<file path="src/hdl/websocket_frame_deframer_core_assert.svh">
// Assertion macros for the WebSocket frame deframer core.
`ifndef WEBSOCKET_FRAME_DEFRAMER_CORE_ASSERT_SVH
`define WEBSOCKET_FRAME_DEFRAMER_CORE_ASSERT_SVH

`ifndef SYNTHESIS
// Plain property check on clk_i, off while rst_ni is low.
`define WSD_ASSERT(label, prop, msg) \
  label: assert property (@(posedge clk_i) disable iff (!rst_ni) (prop)) \
    else $error(msg);
// Same-cycle implication on clk_i, off while rst_ni is low.
`define WSD_ASSERT_IMPLY(label, ante, cons, msg) \
  label: assert property (@(posedge clk_i) disable iff (!rst_ni) (ante) |-> (cons)) \
    else $error(msg);
`else
`define WSD_ASSERT(label, prop, msg)
`define WSD_ASSERT_IMPLY(label, ante, cons, msg)
`endif

`endif

</file>
<file path="src/hdl/wsd_pkg.sv">
// Shared types and constants of the WebSocket frame deframer.
package wsd_pkg;

  typedef enum logic [2:0] {
    PH_H0    = 3'd0,
    PH_H1    = 3'd1,
    PH_EXT16 = 3'd2,
    PH_EXT64 = 3'd3,
    PH_KEY   = 3'd4,
    PH_PAY   = 3'd5,
    PH_TAIL  = 3'd6
  } phase_e;

  typedef enum logic [1:0] {
    ST_OK        = 2'd0,
    ST_HDR_TRUNC = 2'd1,
    ST_PAY_TRUNC = 2'd2
  } status_e;

  localparam logic [6:0] LEN7_EXT16   = 7'd126;  // 16-bit extended length follows
  localparam logic [3:0] EXT16_BYTES  = 4'd2;
  localparam logic [3:0] EXT64_BYTES  = 4'd8;
  localparam logic [3:0] KEY_BYTES    = 4'd4;

  typedef struct packed {
    logic        frame_end;
    logic [7:0]  in_byte;
  } in_item_t;

  typedef struct packed {
    logic        byte_valid;
    logic [7:0]  payload_byte;
    logic        payload_last;
    logic        done_res;
    status_e     status;
    logic        fin_bit;
    logic [2:0]  rsv_bits;
    logic [3:0]  opcode;
    logic        masked;
    logic [63:0] payload_length;
  } result_t;

endpackage

</file>
<file path="src/hdl/wsd_in_stage.sv">
// Input register of the deframer: holds one request until the parser takes it.
module wsd_in_stage
  import wsd_pkg::*;
(
  input  logic     clk_i,
  input  logic     rst_ni,
  input  logic     valid_i,
  output logic     ready_o,
  input  in_item_t item_i,
  input  logic     take_i,   // parser consumes the held request this cycle
  output logic     valid_o,
  output in_item_t item_o
);

  logic     valid_q;
  in_item_t item_q;

  assign ready_o = !valid_q || take_i;
  assign valid_o = valid_q;
  assign item_o  = item_q;

  always_ff @(posedge clk_i or negedge rst_ni) begin
    if (!rst_ni) begin
      valid_q <= 1'b0;
    end else if (ready_o) begin
      valid_q <= valid_i;
    end
  end

  always_ff @(posedge clk_i) begin
    if (ready_o && valid_i) begin
      item_q <= item_i;
    end
  end

endmodule

</file>
<file path="src/hdl/wsd_parser.sv">
// Frame parser: header/length/key state and per-byte unmasking.
module wsd_parser
  import wsd_pkg::*;
(
  input  logic     clk_i,
  input  logic     rst_ni,
  input  logic     step_i,     // one input byte is processed
  input  in_item_t item_i,
  output logic     produce_o,  // this byte yields a result
  output result_t  result_o
);

  phase_e      phase_q, phase_d;
  logic [3:0]  cnt_q, cnt_d;
  logic [63:0] len_q, len_d;
  logic [31:0] key_q, key_d;
  logic [63:0] idx_q, idx_d;
  logic [8:0]  hf_q, hf_d;

  logic [7:0]  b;
  logic        fend;
  logic [3:0]  cnt_inc;
  logic [3:0]  cnt_lim;
  logic [63:0] idx_inc;
  logic [7:0]  key_byte;
  logic        valid;
  logic        last;
  logic [7:0]  pbyte;
  status_e     status;

  assign b    = item_i.in_byte;
  assign fend = item_i.frame_end;
  assign cnt_inc = cnt_q + 4'd1;
  assign idx_inc = idx_q + 64'd1;
  assign cnt_lim = (phase_q == PH_EXT16) ? EXT16_BYTES : EXT64_BYTES;

  always_comb begin
    case (idx_q[1:0])
      2'd0:    key_byte = key_q[31:24];
      2'd1:    key_byte = key_q[23:16];
      2'd2:    key_byte = key_q[15:8];
      default: key_byte = key_q[7:0];
    endcase
  end

  always_comb begin
    phase_d = phase_q;
    cnt_d   = cnt_q;
    len_d   = len_q;
    key_d   = key_q;
    idx_d   = idx_q;
    hf_d    = hf_q;
    valid   = 1'b0;
    last    = 1'b0;
    pbyte   = 8'h00;
    status  = ST_OK;

    case (phase_q)
      PH_H1: begin
        hf_d = {b[7], hf_q[7:0]};
        cnt_d = 4'd0;
        if (b[6:0] < LEN7_EXT16) begin
          len_d = {57'd0, b[6:0]};
          if (b[7]) begin
            phase_d = PH_KEY;
          end else begin
            phase_d = (b[6:0] == 7'd0) ? PH_TAIL : PH_PAY;
          end
        end else begin
          len_d   = 64'd0;
          phase_d = (b[6:0] == LEN7_EXT16) ? PH_EXT16 : PH_EXT64;
        end
      end
      PH_EXT16, PH_EXT64: begin
        len_d = {len_q[55:0], b};
        cnt_d = cnt_inc;
        if (cnt_inc >= cnt_lim) begin
          cnt_d = 4'd0;
          if (hf_q[8]) begin
            phase_d = PH_KEY;
          end else begin
            phase_d = (len_d == 64'd0) ? PH_TAIL : PH_PAY;
          end
        end
      end
      PH_KEY: begin
        key_d = {key_q[23:0], b};
        cnt_d = cnt_inc;
        if (cnt_inc >= KEY_BYTES) begin
          cnt_d   = 4'd0;
          phase_d = (len_q == 64'd0) ? PH_TAIL : PH_PAY;
        end
      end
      PH_PAY: begin
        pbyte = b ^ key_byte;
        valid = 1'b1;
        idx_d = idx_inc;
        if (idx_inc >= len_q) begin
          last    = 1'b1;
          phase_d = PH_TAIL;
        end
      end
      PH_TAIL: begin
      end
      default: begin  // first header byte, also the unused phase code
        hf_d    = {1'b0, b};
        len_d   = 64'd0;
        key_d   = 32'd0;
        idx_d   = 64'd0;
        cnt_d   = 4'd0;
        phase_d = PH_H1;
      end
    endcase

    if (fend) begin
      if (phase_d == PH_PAY) begin
        status = ST_PAY_TRUNC;
      end else if (phase_d == PH_TAIL) begin
        status = ST_OK;
      end else begin
        status = ST_HDR_TRUNC;
      end
    end

    produce_o = valid || fend;
    result_o.byte_valid     = valid;
    result_o.payload_byte   = pbyte;
    result_o.payload_last   = last;
    result_o.done_res       = fend;
    result_o.status         = status;
    result_o.fin_bit        = hf_d[7];
    result_o.rsv_bits       = hf_d[6:4];
    result_o.opcode         = hf_d[3:0];
    result_o.masked         = hf_d[8];
    result_o.payload_length = len_d;

    // frame end returns to the first header byte with all fields cleared
    if (fend) begin
      phase_d = PH_H0;
      cnt_d   = 4'd0;
      len_d   = 64'd0;
      key_d   = 32'd0;
      idx_d   = 64'd0;
      hf_d    = 9'd0;
    end
  end

  always_ff @(posedge clk_i or negedge rst_ni) begin
    if (!rst_ni) begin
      phase_q <= PH_H0;
      cnt_q   <= 4'd0;
      len_q   <= 64'd0;
      key_q   <= 32'd0;
      idx_q   <= 64'd0;
      hf_q    <= 9'd0;
    end else if (step_i) begin
      phase_q <= phase_d;
      cnt_q   <= cnt_d;
      len_q   <= len_d;
      key_q   <= key_d;
      idx_q   <= idx_d;
      hf_q    <= hf_d;
    end
  end

endmodule

</file>
<file path="src/hdl/wsd_out_stage.sv">
// Result register of the deframer, held while the downstream side stalls.
module wsd_out_stage
  import wsd_pkg::*;
(
  input  logic    clk_i,
  input  logic    rst_ni,
  input  logic    load_i,     // register may take a new value
  input  logic    valid_i,
  input  result_t result_i,
  input  logic    ready_i,
  output logic    advance_o,
  output logic    valid_o,
  output result_t result_o
);

  logic    valid_q;
  result_t result_q;

  assign advance_o = !valid_q || ready_i;
  assign valid_o   = valid_q;
  assign result_o  = result_q;

  always_ff @(posedge clk_i or negedge rst_ni) begin
    if (!rst_ni) begin
      valid_q <= 1'b0;
    end else if (advance_o) begin
      valid_q <= load_i && valid_i;
    end
  end

  always_ff @(posedge clk_i) begin
    if (advance_o && load_i && valid_i) begin
      result_q <= result_i;
    end
  end

endmodule

</file>
<file path="src/hdl/websocket_frame_deframer_core.sv">
// Top level of the WebSocket (RFC 6455) receive-side frame deframer.
//
//  channel  | dir | handshake             | contents
//  ---------+-----+-----------------------+-----------------------------------------
//  s_axis   | in  | tvalid/tready         | tdata: frame byte; tlast: last frame byte
//  m_axis   | out | tvalid/tready         | tdata: payload byte + header/status;
//           |     |                       | tuser: byte_valid; tlast: done_res
//
//  One byte request per clock while m_axis is not stalled; throughput is then one byte per cycle.
//  Each byte passes the input register, then parse/unmask into the result register.
//  Bytes that give no result (header, key, trailing bytes) only update parser state.
//  Reset (rst_ni low, asynchronous) returns the parser to the first header byte.
//  A stalled m_axis holds the result; s_axis keeps taking one more request into
//  the input register, then backs off until the result is taken.
`include "websocket_frame_deframer_core_assert.svh"
module websocket_frame_deframer_core
  import wsd_pkg::*;
(
  input  logic        clk_i,
  input  logic        rst_ni,
  input  logic        s_axis_tvalid,
  output logic        s_axis_tready,
  input  logic [7:0]  s_axis_tdata,   // [7:0] in_byte
  input  logic        s_axis_tlast,   // frame_end
  output logic        m_axis_tvalid,
  input  logic        m_axis_tready,
  // [7:0] payload_byte, [8] payload_last, [10:9] status, [11] fin_bit,
  // [14:12] rsv_bits, [18:15] opcode, [19] masked, [83:20] payload_length,
  // [87:84] zero
  output logic [87:0] m_axis_tdata,
  output logic        m_axis_tuser,   // byte_valid
  output logic        m_axis_tlast    // done_res
);

  in_item_t in_item;
  in_item_t held_item;
  logic     held_valid;
  logic     advance;
  logic     step;
  logic     produce;
  result_t  step_res;
  result_t  out_res;

  assign in_item.in_byte   = s_axis_tdata;
  assign in_item.frame_end = s_axis_tlast;

  // parser moves only when the result register can take what it yields
  assign step = held_valid && advance;

  wsd_in_stage u_in_stage (
    .clk_i   (clk_i),
    .rst_ni  (rst_ni),
    .valid_i (s_axis_tvalid),
    .ready_o (s_axis_tready),
    .item_i  (in_item),
    .take_i  (advance),
    .valid_o (held_valid),
    .item_o  (held_item)
  );

  wsd_parser u_parser (
    .clk_i     (clk_i),
    .rst_ni    (rst_ni),
    .step_i    (step),
    .item_i    (held_item),
    .produce_o (produce),
    .result_o  (step_res)
  );

  wsd_out_stage u_out_stage (
    .clk_i     (clk_i),
    .rst_ni    (rst_ni),
    .load_i    (step),
    .valid_i   (produce),
    .result_i  (step_res),
    .ready_i   (m_axis_tready),
    .advance_o (advance),
    .valid_o   (m_axis_tvalid),
    .result_o  (out_res)
  );

  assign m_axis_tdata = {4'd0,
                         out_res.payload_length,
                         out_res.masked,
                         out_res.opcode,
                         out_res.rsv_bits,
                         out_res.fin_bit,
                         out_res.status,
                         out_res.payload_last,
                         out_res.payload_byte};
  assign m_axis_tuser = out_res.byte_valid;
  assign m_axis_tlast = out_res.done_res;

  // every result is a payload byte, an end-of-frame report, or both
  `WSD_ASSERT_IMPLY(a_result_kind, m_axis_tvalid && !m_axis_tuser, m_axis_tlast, "result without byte or done")
  // payload_last only ever marks a payload byte
  `WSD_ASSERT_IMPLY(a_last_is_byte, m_axis_tvalid && m_axis_tdata[8], m_axis_tuser, "payload_last on non-byte result")
  // non-ok status only accompanies the end-of-frame report, and is a defined code
  `WSD_ASSERT_IMPLY(a_status_done, m_axis_tvalid && (m_axis_tdata[10:9] != ST_OK), m_axis_tlast && ((m_axis_tdata[10:9] == ST_HDR_TRUNC) || (m_axis_tdata[10:9] == ST_PAY_TRUNC)), "bad status")
  // a parser step is never lost: a held request with room downstream is consumed
  `WSD_ASSERT(a_no_drop, !(held_valid && advance) || s_axis_tready, "input register stuck")

endmodule

</file>
<file path="config.mk">
export PLATFORM = sky130hd
export DESIGN_NAME = websocket_frame_deframer_core
export DESIGN_NICKNAME = d
export VERILOG_FILES = /design/src/hdl/wsd_pkg.sv /design/src/hdl/wsd_in_stage.sv /design/src/hdl/wsd_parser.sv /design/src/hdl/wsd_out_stage.sv /design/src/hdl/websocket_frame_deframer_core.sv
export VERILOG_INCLUDE_DIRS = /design/src /design/src/hdl
export SDC_FILE = /design/constraint.sdc
export NUM_CORES = 1
export LEC_CHECK = 0
export ABC_AREA = 1
export CAP_MARGIN = 15
export CORE_MARGIN = 2
export CORE_UTILIZATION = 33
export CTS_CLUSTER_SIZE = 20
export DETAILED_ROUTE_END_ITERATION = 8
export DONT_BUFFER_PORTS = 1
export GPL_TIMING_DRIVEN = 0
export PLACE_DENSITY_LB_ADDON = 0.2
export SYNTH_ARGS = -nofsm -noshare
export SYNTH_HDL_FRONTEND = slang
export SYNTH_HIERARCHICAL = 1
export SYNTH_SLANG_ARGS = --single-unit
</file>
<file path="constraint.sdc">
create_clock -name clk_i -period 7 [get_ports clk_i]
set_input_delay 1.4 -clock clk_i [delete_from_list [all_inputs] [get_ports clk_i]]
set_output_delay 1.4 -clock clk_i [all_outputs]
set_load 0.01 [all_outputs]
</file>
==> impl_metrics.yaml, run 1 <==
sta:
  rsz0062_at_grt: "no"
  min_period_ns: 4.43
  clock.fmax_mhz: 225
  fin_ws_ns: 2.57
  hold_ws_ns: 0.511
  hold_viol_final: 0
  drv_slew: 0
  relSlewSlack_pct: 25.3
  finalSetupViolCount: 0
  worst_pin_slew_ns: 1.11
  tns_ns: 0
  min_period_over_period_pct: 63.4
  fin_skew_ns: 0.0145
worst_setup_path:
  critPathTopFamily: "simple AND/OR/NAND/NOR gates"
  required_ns: 7.34
  cp-end-kind: "flop"
  crit_path_frequent_cell: "nand2_1"
  crit_arrival_ns: 4.77
  slowest_delay_ns: 0.50
  cp_slowest_cell: "dfrtp_1"
  cp_num_buf_inv: 2
  path_class: "flop to flop"
  cp_max_fo: 7
  start_kind: "flop"
cts:
  path_clk_slew_ns: 0.06
  cts_setup_buffers: 0
  cts_root_buf: "clkbuf_16"
  cts_hold_buf: 0
  clk_latency_ns: 0.59
  numCtsBuffers: 31
  post_cts_resized: 0
  cts_tree: "yes"
  htreeDepth: 1
  cts_num_sinks: 273
  ctsLongestPathBuffers: 3
cells_and_area:
  num-nets-final: 1836
  layout_common_cells: "336 x nand2_1, 279 x inv_1, 178 x dfrtp_1, 152 x o21ai_0, 134 x o22ai_1"
  n_antenna_cell: 0
  final_common_cell: "nand2_1"
  drive_above_1_share_pct: 5.42
  n_fill_cell: 4541
  area_growth_pct: 12.6
  final_cell_count_no_fill: 2364
grt:
  grt-busiest-layer: "met2"
  grtUsageMet3_pct: 2.35
  met1_usage_pct: 28.5
  overflow: 0
  met2_usage_pct: 31.0
  grt_pass1_vias: 11900
  grt_max_degree: 179
  grt_util_all_layers_pct: 19.9
  grt_antenna_before_repair: 0
  grt_pass1_wl_um: 71600
drt:
  drtIter0Drc: 1071
  num_vias: 12100
  drt-total-wl_um: 46100
  final_antenna_net_count: 0
  dr.pass1.iters: 5
  drc: 0
  routed_via_density: 5.13
  wl_per_cell_um: 19.5
yosys:
  yosysWarnings: 6
  yosysSeqAreaShare_pct: 49.5
  synth-edff-count: 95
  syn_area_um2: 14700
  synth-async-reset-ratio_pct: 65.2
  ys.flop_type: "dfrtp_1"
  synthCells: 1708
  synth_seq_cells: 273
  synth.avg_cell_area_um2: 8.64
  synth.distinct_cells: 49
die:
  die-area_um2: 46400
  die_y_um: 215
  fp.coreArea_um2: 44100
  row_count: 77
  die_x_um: 215
  initial_core_util_pct: 33.4
  io_pins: 105
min_path:
  min_path_type: "flop to flop"
pwr:
  irDropWorstVdd_v: 0.000178
  power_frac_comb_pct: 18.4
  switching_power_mw: 1.40
  p_leak_nw: 7.34
  power_frac_seq_pct: 43.3
  power_density_nw_per_um2: 264
  clockPowerShare_pct: 38.3
  intPower_mw: 2.99
  sw_frac_of_total_pct: 31.9
placed_design:
  preCtsSetupSlack_ns: 2.51
  gp_congestion: 0.904
  portBuffers: 0
  dp.cells: 2306
  post-dp-hpwl_um: 34600
flow_run:
  max_cap_viol_count: 0
run_status:
  status: "finished, final reports clean"
==> worst reg2reg max path, delay by kind of cell (launching register included) <==
kind          cells  cell delay (ns)
fa+ha+maj         2             0.53
buf+inv           2             0.14
flops             1             0.50
simple gates     23             3.03
==> registers in the layout (all words and copies together) (netlist names) <==
name	count
u_in_stage/item_o	9
u_in_stage/valid_o	1
u_out_stage/result_o	86
u_out_stage/valid_o	1
u_parser/cnt_q	4
u_parser/hf_q	9
u_parser/idx_q	64
u_parser/key_q	32
u_parser/len_q	64
u_parser/phase_q	3
==> cells in the mapped netlist (3+ instances only) <==
cell | number | share of area, %
nand2_4 | 3 | 0.23
o21bai_1 | 3 | 0.15
inv_1 | 279 | 7.1
nand4_1 | 52 | 2.2
and2_1 | 7 | 0.30
dfrtp_1 | 178 | 30
nor2_4 | 5 | 0.38
o22ai_1 | 134 | 5.7
o21ai_1 | 4 | 0.14
nor4_1 | 10 | 0.42
nand2_2 | 4 | 0.17
clkbuf_1 | 43 | 1.1
ha_1 | 76 | 6.4
xor2_1 | 43 | 2.6
buf_1 | 6 | 0.15
nand3_1 | 43 | 1.5
nor2_2 | 3 | 0.13
nor3_1 | 36 | 1.2
nor2_1 | 108 | 2.7
a21oi_1 | 46 | 1.6
o21ai_0 | 152 | 5.2
edfxtp_1 | 95 | 19
nand2_1 | 336 | 8.6
buf_4 | 7 | 0.36
==> logic make-up after synthesis <==
| group | after synthesis | synth area share, % |
|---|---|---|
| AND/OR/NAND/NOR | 622 | 19.0 |
| buffers and inverters | 340 | 8.84 |
| other | 1 | 0.0254 |
| XOR/XNOR | 46 | 2.83 |
| adder cells (fa/ha/maj) | 76 | 6.45 |
| flip-flops | 273 | 49.5 |
| AO/OA/AOI/OAI | 350 | 13.3 |
==> area by class of cell <==
| class | count | area (um2) | share of cell area (%) |
|---|---|---|---|
| clock inverters | 20 | 213 | 1.28 |
| well taps | 592 | 741 | 4.46 |
| inverters | 283 | 1060 | 6.40 |
| flip-flops and latches | 273 | 7310 | 44.0 |
| multi-input cells | 1098 | 6160 | 37.1 |
| plain buffers | 57 | 241 | 1.45 |
| clock buffers | 38 | 822 | 4.95 |
| repair buffers | 3 | 60.1 | 0.362 |
==> through the flow <==
stage / utilization (%) / total power [mW] / area, um2
CTS: 37.6 / 4.42 / 16600
global route: 37.6 / 4.59 / 16600
global placement: 35.1 / 2.73 / 15500
floorplan: - / 2.44 / 14800
detailed placement: 35.3 / 2.74 / 15600
finish: 37.6 / 4.39 / 16600
==> per-layer routing <==
metal | vias to the layer above | routed length (um)
met1 | 5874 | 21400
met5 | - | 0
met4 | 0 | 1520
met3 | 74 | 2490
met2 | 367 | 20600
li1 | 5805 | -
==> worst paths after layout <==
check | start | cells past startpoint | to | slack (ns)
hold / removal | u_parser/key_q[30] | 2 | u_parser/key_q[30] | 0.51
hold reg to reg | u_parser/key_q[30] | 2 | u_parser/key_q[30] | 0.51
max in group asynchronous | rst_ni | 0 | u_parser/len_q[59] | 5.91
setup / recovery | u_parser/idx_q[1] | 27 | u_out_stage/result_o[73] | 2.57
setup reg to reg | u_parser/idx_q[1] | 27 | u_out_stage/result_o[73] | 2.57
min in group asynchronous | rst_ni | 0 | u_parser/idx_q[4] | 0.54
==> power by group through the flow <==
stage,clock network [mW],registers [mW],logic (mW)
after CTS,1.71,1.90,0.806
after floorplan,0,1.92,0.521
after detailed placement,0,1.93,0.804
after global routing,1.78,1.91,0.899
after global placement,0,1.95,0.784
final,1.68,1.90,0.807
Note: power is estimated with default switching activity, not from simulation.
==> run 2, diff against run 1 <==
--- a/config.mk
+++ b/config.mk
@@ -6,7 +6,7 @@
 export SDC_FILE = /design/constraint.sdc
 export NUM_CORES = 1
 export LEC_CHECK = 0
-export ABC_AREA = 1
+export ABC_AREA = 0
 export CAP_MARGIN = 15
 export CORE_MARGIN = 2
 export CORE_UTILIZATION = 33
==> constraint.sdc (replaced) <==
create_clock -name clk_i -period 3.7 [get_ports clk_i]
set_input_delay 0.74 -clock clk_i [delete_from_list [all_inputs] [get_ports clk_i]]
set_output_delay 0.74 -clock clk_i [all_outputs]
set_load 0.01 [all_outputs]
==> impl_metrics.yaml, run 2 <==
cells_and_area:
  final_common_cell: "nand2_1"
  n_antenna_cell: 0
  area_growth_pct: 15.5
  drive_above_1_share_pct: 10.4
  layout_common_cells: "204 x nand2_1, 198 x o21ai_0, 171 x dfrtp_1, 95 x edfxtp_1, 83 x inv_1"
  largest_reg_flops: 86
  n_fill_cell: 4107
  final_cell_count_no_fill: 2043
  num-nets-final: 1568
cts:
  cts_tree: "yes"
  cts_root_buf: "clkbuf_16"
  htreeDepth: 1
  numCtsBuffers: 31
  cts_num_sinks: 273
  clk_latency_ns: 0.59
  ctsLongestPathBuffers: 3
  path_clk_slew_ns: 0.06
die:
  die_x_um: 211
  io_pins: 105
  die_y_um: 211
  initial_core_util_pct: 33.6
  fp.coreArea_um2: 42100
  die-area_um2: 44600
  row_count: 75
yosys:
  synth_common_cells: "206 x nand2_1, 198 x o21ai_0, 178 x dfrtp_1"
  synth.distinct_cells: 63
  ys.flop_type: "dfrtp_1"
  yosysSeqAreaShare_pct: 51.6
  synth.top_cell.area_share_pct: 31.5
  synth_seq_cells: 273
  synth-async-reset-ratio_pct: 65.2
  synthCells: 1414
  yosys-top-cells-area: "dfrtp_1 31%, edfxtp_1 20%, o21ai_0 7.0%, ha_1 6.7%, nand2_1 5.5%"
  synth.avg_cell_area_um2: 10.0
  synth-edff-count: 95
  synth_most_common_cell: "nand2_1"
  syn_area_um2: 14200
  synth_top_area_cell: "dfrtp_1"
  yosysWarnings: 6
drt:
  wl_met1_um: 19600
  drtIter0Drc: 964
  top_layer: "met4"
  route.met2.wl_um: 20400
  wl_per_cell_um: 21.1
  drc: 0
  drt-total-wl_um: 43100
  met3_length_um: 2400
  routed_via_density: 5.46
  final_antenna_net_count: 0
  num_vias: 11200
  dr.pass1.iters: 5
sta:
  min_period_ns: 5.07
  relSlewSlack_pct: 25.7
  finalSetupViolCount: 5
  worst_pin_slew_ns: 1.09
  hold_ws_ns: -0.160
  fin_ws_ns: -1.37
  hold_viol_final: 178
  fin_skew_ns: 0.0188
  min_period_over_period_pct: 137
  clock.fmax_mhz: 197
  tns_ns: -6.10
  drv_slew: 0
  rsz0062_at_grt: "yes"
grt:
  overflow: 0
  grt_antenna_before_repair: 0
  grt_max_degree: 179
  grt_pass1_wl_um: 66300
  grt_pass1_vias: 10800
  grt_util_all_layers_pct: 19.3
worst_setup_path:
  cp-end-kind: "flop"
  cp_slowest_cell: "or4_4"
  start_kind: "flop"
  crit_arrival_ns: 5.38
  required_ns: 4.02
  slowest_delay_ns: 0.58
  cp_max_fo: 6
  crit_path_frequent_cell: "or4_4"
  path_cells: "nand3_2, or4_4, or4_4, or4_4, nor2_8, nand2_4, xnor2_2, ha_1, nand4_1, or4_4, or3b_4, a211o_4, a21oi_4, buf_4, nand3_1, nor4bb_1"
  path_class: "flop to flop"
pwr:
  p_total_mw: 7.60
  irDropWorstVdd_v: 0.000352
  p_leak_nw: 6.90
  power_density_nw_per_um2: 465
run_status:
  violations: "hold timing, setup timing"
  status: "complete, but fails checks"
placed_design:
  dp.cells: 1960
  portBuffers: 0
  post-dp-hpwl_um: 31000
  gp_congestion: 0.851
min_path:
  min_path_type: "input pin to async pin"
flow_run:
  max_cap_viol_count: 0
run 2: per-layer routing:
metal | vias to the layer above | global-route usage [%]
li1 | 5216 | -
met2 | 336 | 31.8
met1 | 5550 | 26.6
met5 | - | 0
met3 | 49 | 2.74
met4 | 0 | 4.91
run 2: cell type report:
| class | instances | area, um2 | share of cell area [%] |
|---|---|---|---|
| well taps | 539 | 674 | 4.12 |
| clock inverters | 19 | 159 | 0.972 |
| repair buffers | 32 | 308 | 1.88 |
| flip-flops and latches | 273 | 7320 | 44.7 |
| multi-input cells | 980 | 6440 | 39.4 |
| plain buffers | 78 | 338 | 2.07 |
| inverters | 83 | 312 | 1.90 |
| clock buffers | 39 | 806 | 4.93 |
run 2: timing repair:
item	CTS	global route
pin swaps	18	15
endpoints found under the setup margin	7	5
resized for setup	32	20
hold endpoints to repair	178	178
setup buffers	18	10
run 2: through the flow:
step / worst slack, ns / util [%] / hold slack, ns / instance area [um2]
5_1_grt: -1.57 / 38.8 / -0.196 / 16400
4_1_cts: -1.43 / 38.4 / -0.186 / 16200
2_1_floorplan: -1.07 / - / 0.441 / 14200
6_report: -1.37 / 38.8 / -0.160 / 16400
3_5_place_dp: -2.52 / 35.5 / 0.449 / 15000
3_3_place_gp: -2.40 / 35.3 / 0.448 / 14900
run 2: final timing paths:
check	slack, ns	endpoint	startpoint	depth (start not counted)
worst max-delay path	-1.37	u_out_stage/result_o[73]	u_parser/idx_q[22]	16
worst min-delay path	-0.16	u_parser/key_q[29]	rst_ni	0
worst max register to register	-1.37	u_out_stage/result_o[73]	u_parser/idx_q[22]	16
worst min register to register	0.47	u_parser/idx_q[59]	u_parser/idx_q[59]	1
max in group asynchronous	3.55	u_parser/len_q[60]	rst_ni	0
min in group clk_i	0.24	u_in_stage/item_o[1]	s_axis_tdata[1]	0
run 2: worst max-delay path: cells and delay by family, from the launching register on:
kind / cells / cell delay [ns]
adders and majority gates: 1 / 0.30
xor gates and xnor gates: 1 / 0.13
DFF: 1 / 0.38
buffers and inverters: 1 / 0.14
and+or+nand+nor: 11 / 3.34
AOI/OAI and AO/OA: 2 / 0.52
run 2: cells by family (layout without fill, tap and decap cells):
family | count (synthesis) | after routing | share of synthesized area [%]
mux | 9 | 9 | 0.707
compound gates | 396 | 396 | 17.5
xor+xnor | 73 | 73 | 4.52
fa+ha+maj | 76 | 76 | 6.72
flops | 273 | 273 | 51.6
simple gates | 422 | 422 | 14.3
buf+inv | 164 | 251 | 4.63
other cells | 1 | 4 | 0.0265
run 2: power breakdown:
group / leakage (nW) / total, mW / internal [mW] / switching [mW]
Clock: 0.483 / 2.97 / 1.68 / 1.28
Sequential: 3.37 / 3.53 / 3.35 / 0.174
Combinational: 3.05 / 1.11 / 0.341 / 0.771
